`config.mk`:
```
export PLATFORM = sky130hd
export DESIGN_NAME = lprt_ram
export DESIGN_NICKNAME = d
export VERILOG_FILES = /design/src/lprt_ram.sv
export SDC_FILE = /design/constraint.sdc
export NUM_CORES = 2
export LEC_CHECK = 0
export ABC_AREA = 1
export BUFFER_PORTS_ARGS = -buffer_cell sky130_fd_sc_hd__buf_2
export CORE_ASPECT_RATIO = 0.8
export CORE_MARGIN = 2
export CORE_UTILIZATION = 45
export DETAILED_ROUTE_END_ITERATION = 16
export MAX_ROUTING_LAYER = met4
export SLEW_MARGIN = 15
export SYNTH_ARGS = -nofsm -noshare
export SYNTH_HDL_FRONTEND = slang
export SYNTH_SLANG_ARGS = --single-unit
```
`constraint.sdc`:
```
create_clock -name clk -period 8.79 [get_ports clk]
set_input_delay 0.879 -clock clk [delete_from_list [all_inputs] [get_ports clk]]
set_output_delay 0.879 -clock clk [all_outputs]
set_load 0.005 [all_outputs]
```
`src/lprt_ram.sv`:
```
// ----------------------------------------------------------------------------
// lprt_ram
// Simple dual-port RAM, one write and one registered read port.
// ----------------------------------------------------------------------------
`default_nettype none

module lprt_ram #(
  parameter int WIDTH = 32,
  parameter int DEPTH = 64
) (
  input  wire logic                     clk,
  input  wire logic                     we,
  input  wire logic [$clog2(DEPTH)-1:0] waddr,
  input  wire logic [WIDTH-1:0]         wdata,
  input  wire logic [$clog2(DEPTH)-1:0] raddr,
  output logic      [WIDTH-1:0]         rdata
);

  logic [WIDTH-1:0] mem [DEPTH];

  always_ff @(posedge clk) begin
    if (we) begin
      mem[waddr] <= wdata;
    end
    rdata <= mem[raddr];
  end

endmodule

`default_nettype wire

```
==> metrics.txt <==
status=complete, no violations; Net Switching=4.72 mW; Worst Path Required=9.55 ns; Synth Cell Area=82,700 um2; Area Overhead vs Synth=11.0%; number of flops mapped to enable cells by yosys=2,048; ys flop type=edfxtp_1; first-pass GRT wire length=355 mm; sw frac=0.229; Final Max Tran Viols=0; main area contributors after synthesis=edfxtp_1 (74%), nand3_1 (12%), nand2_1 (10%), buf_2 (1.7%), dfxtp_1 (0.77%); top-area cell type share of the netlist area=0.743; initial core utilization=0.454; met1 usage=0.394; Synth Net Count=6,815; setup repair after global routing missed its margin=no; Max FO, Critical Path=260; r2r worst-path depth=8; YS warnings=0; Syn Area/Cell=12.2 um2; FF-to-FF setup slack=6.89 ns; largest net degree at the start of global routing=261; final period utilization=0.411; gpl congestion=0.849; final instance area=91,900 um2; synth unique cells=16; io pins=78; Max Freq=277 MHz; Comb power frac=0.061; hold_ws=0.715 ns; min cycle time layout=3.62 ns; Reg2Reg Capture Point=rdata[18]; critical path startpoint category=primary input; total power draw=20.6 mW; post-synthesis register bit count=2,080; most common cell in the netlist=nand2_1; clk slew on worst S/H paths=0.06 ns; gr usage total=0.267; sequential power share=0.535; Die X=483 um; CP startpoint=raddr[0]; Post-CTS Setup Bufs=0; First-pass DRT Iterations=7; dpl cells=8,951; Synth Instances=6,769; Layout Cells excl Fill=9,326; Critical Path Sink=rdata[18]; worst slew margin relative to its limit=0.204; CTS HTree Levels=4; Sequential Area=62,100 um2; share of power burned in the clock network=0.404; met3 Use GR=0.0472; Slew @ Worst Pin=1.19 ns; initial antenna violation count=28; Placeable Area=182,000 um2; fill cell count=15,593; clk buf depth=3; DRC Markers=0; asr flop ratio synth=0; post-DR wirelength/cell=26.6 um; WP data arrival=4.38 ns; vias per cell=5.78; internal power=15.9 mW; I/O Buffers=77; largest area contributor in the netlist=edfxtp_1; setup_tns=0 ns; Skew-Pair Late Insertion Delay=0.84 ns; cell row count=140; VDD IR-drop max=206 uV; Final ANT Viol Nets=0; met2 Resource Use GR=0.382; root buf cell=clkbuf_16; FF-to-FF Start=mem[18][18]; starting DRC count in detailed routing=8,560; via count=53,889; layout net count=6,781; vias in the first global route=49,253; Critical Path Sink Type=flop; CTS tree=yes; P_leak=32.0 nW; dpl cell area=85,600 um2; clock sinks=2,080; Hold-fix buffers, CTS=0; Worst Skew=0.0250 ns; number of buffers created by CTS=196; Die Footprint=187,000 um2; Seq/Total Area, Yosys=0.751; max cap viols=0; CP Class=primary input to flop; dpl hpwl=123 mm; GR peak layer=met1; share of post-route cells with drive strength above 1=0.0799; multi-input logic area=18,800 um2; synth cell count leaders=nand2_1 (2,248), edfxtp_1 (2,048), nand3_1 (1,907); PD cells=224 nW/um2; die height=388 um; HP Class=primary input to flop; Final Hold Fails=0; post-CTS sizing=0; Routed Wire Length=248 mm; Final setup viols=0; grt ovf=0
==> cells by family after synthesis <==
| kind of cell | Yosys count | synth area share |
|---|---|---|
| buffers and inverters | 461 | 0.0278 |
| flip-flops | 2080 | 0.751 |
| AND/OR/NAND/NOR | 4228 | 0.221 |
==> metal layers <==
layer / share of wire / wire length, um
met1: 0.43 / 106000
met2: 0.44 / 110000
met3: 0.10 / 26000
met4: 0.024 / 6050
met5: 0 / 0
==> through the flow <==
| step | utilization | setup WS [ns] |
|---|---|---|
| 2_1_floorplan | - | 3.78 |
| 3_3_place_gp | 0.469 | 4.43 |
| 3_5_place_dp | 0.469 | 4.43 |
| 4_1_cts | 0.504 | 5.32 |
| 5_1_grt | 0.504 | 5.05 |
| 6_report | 0.504 | 5.17 |
==> final cells by class <==
type,count,area share
sequential,2080,0.677
multi-input combinational,4228,0.204
clock buffer,272,0.0593
tap,2414,0.0329
timing repair buffer,217,0.0174
clock inverter,89,0.00824
inverter,12,0.000899
antenna,14,0.000381
==> flip-flops by register name, indices dropped and copies added (netlist names) <==
signal  count
mem      2048
rdata      32
==> critical path: stages <==
cell     delay (ns)
buf_8          0.21
inv_16         0.65
buf_4          0.92
nand2_1        0.11
nand3_1        0.12
nand3_1        0.11
nand2_1        0.11
nand2_1        0.06
nand3_1        0.40
nand3_1        0.39
nand2_1        0.17
==> power groups by stage <==
stage                     Clock (mW)  Combinational [mW]  Sequential (mW)
after detailed placement           0                1.24             11.2
final                           8.33                1.26             11.0
after global routing            8.78                1.36             11.0
after floorplan                    0               0.674             11.2
after CTS                       8.40                1.25             11.0
after global placement             0                1.23             11.2
==> cells in the final DEF, fill, tap and decap left out, types with 32 or more instances in the layout <==
cell type,instances
buf_2,72
buf_4,131
clkbuf_1,57
clkbuf_16,202
clkinv_1,39
dfxtp_1,32
edfxtp_1,2048
nand2_1,2248
nand3_1,1907
nor2_4,56
==> worst min-delay path by stage <==
stage               depth (start not counted)          end       start
floorplan                                   8     rdata[0]  mem[14][0]
global placement                            8     rdata[3]  mem[18][3]
detailed placement                          8     rdata[4]   mem[8][4]
CTS                                         3  mem[48][27]    waddr[0]
global route                                3  mem[48][27]    waddr[0]
finish                                      3   mem[48][3]    waddr[0]
(Power assumes the default switching activity.)
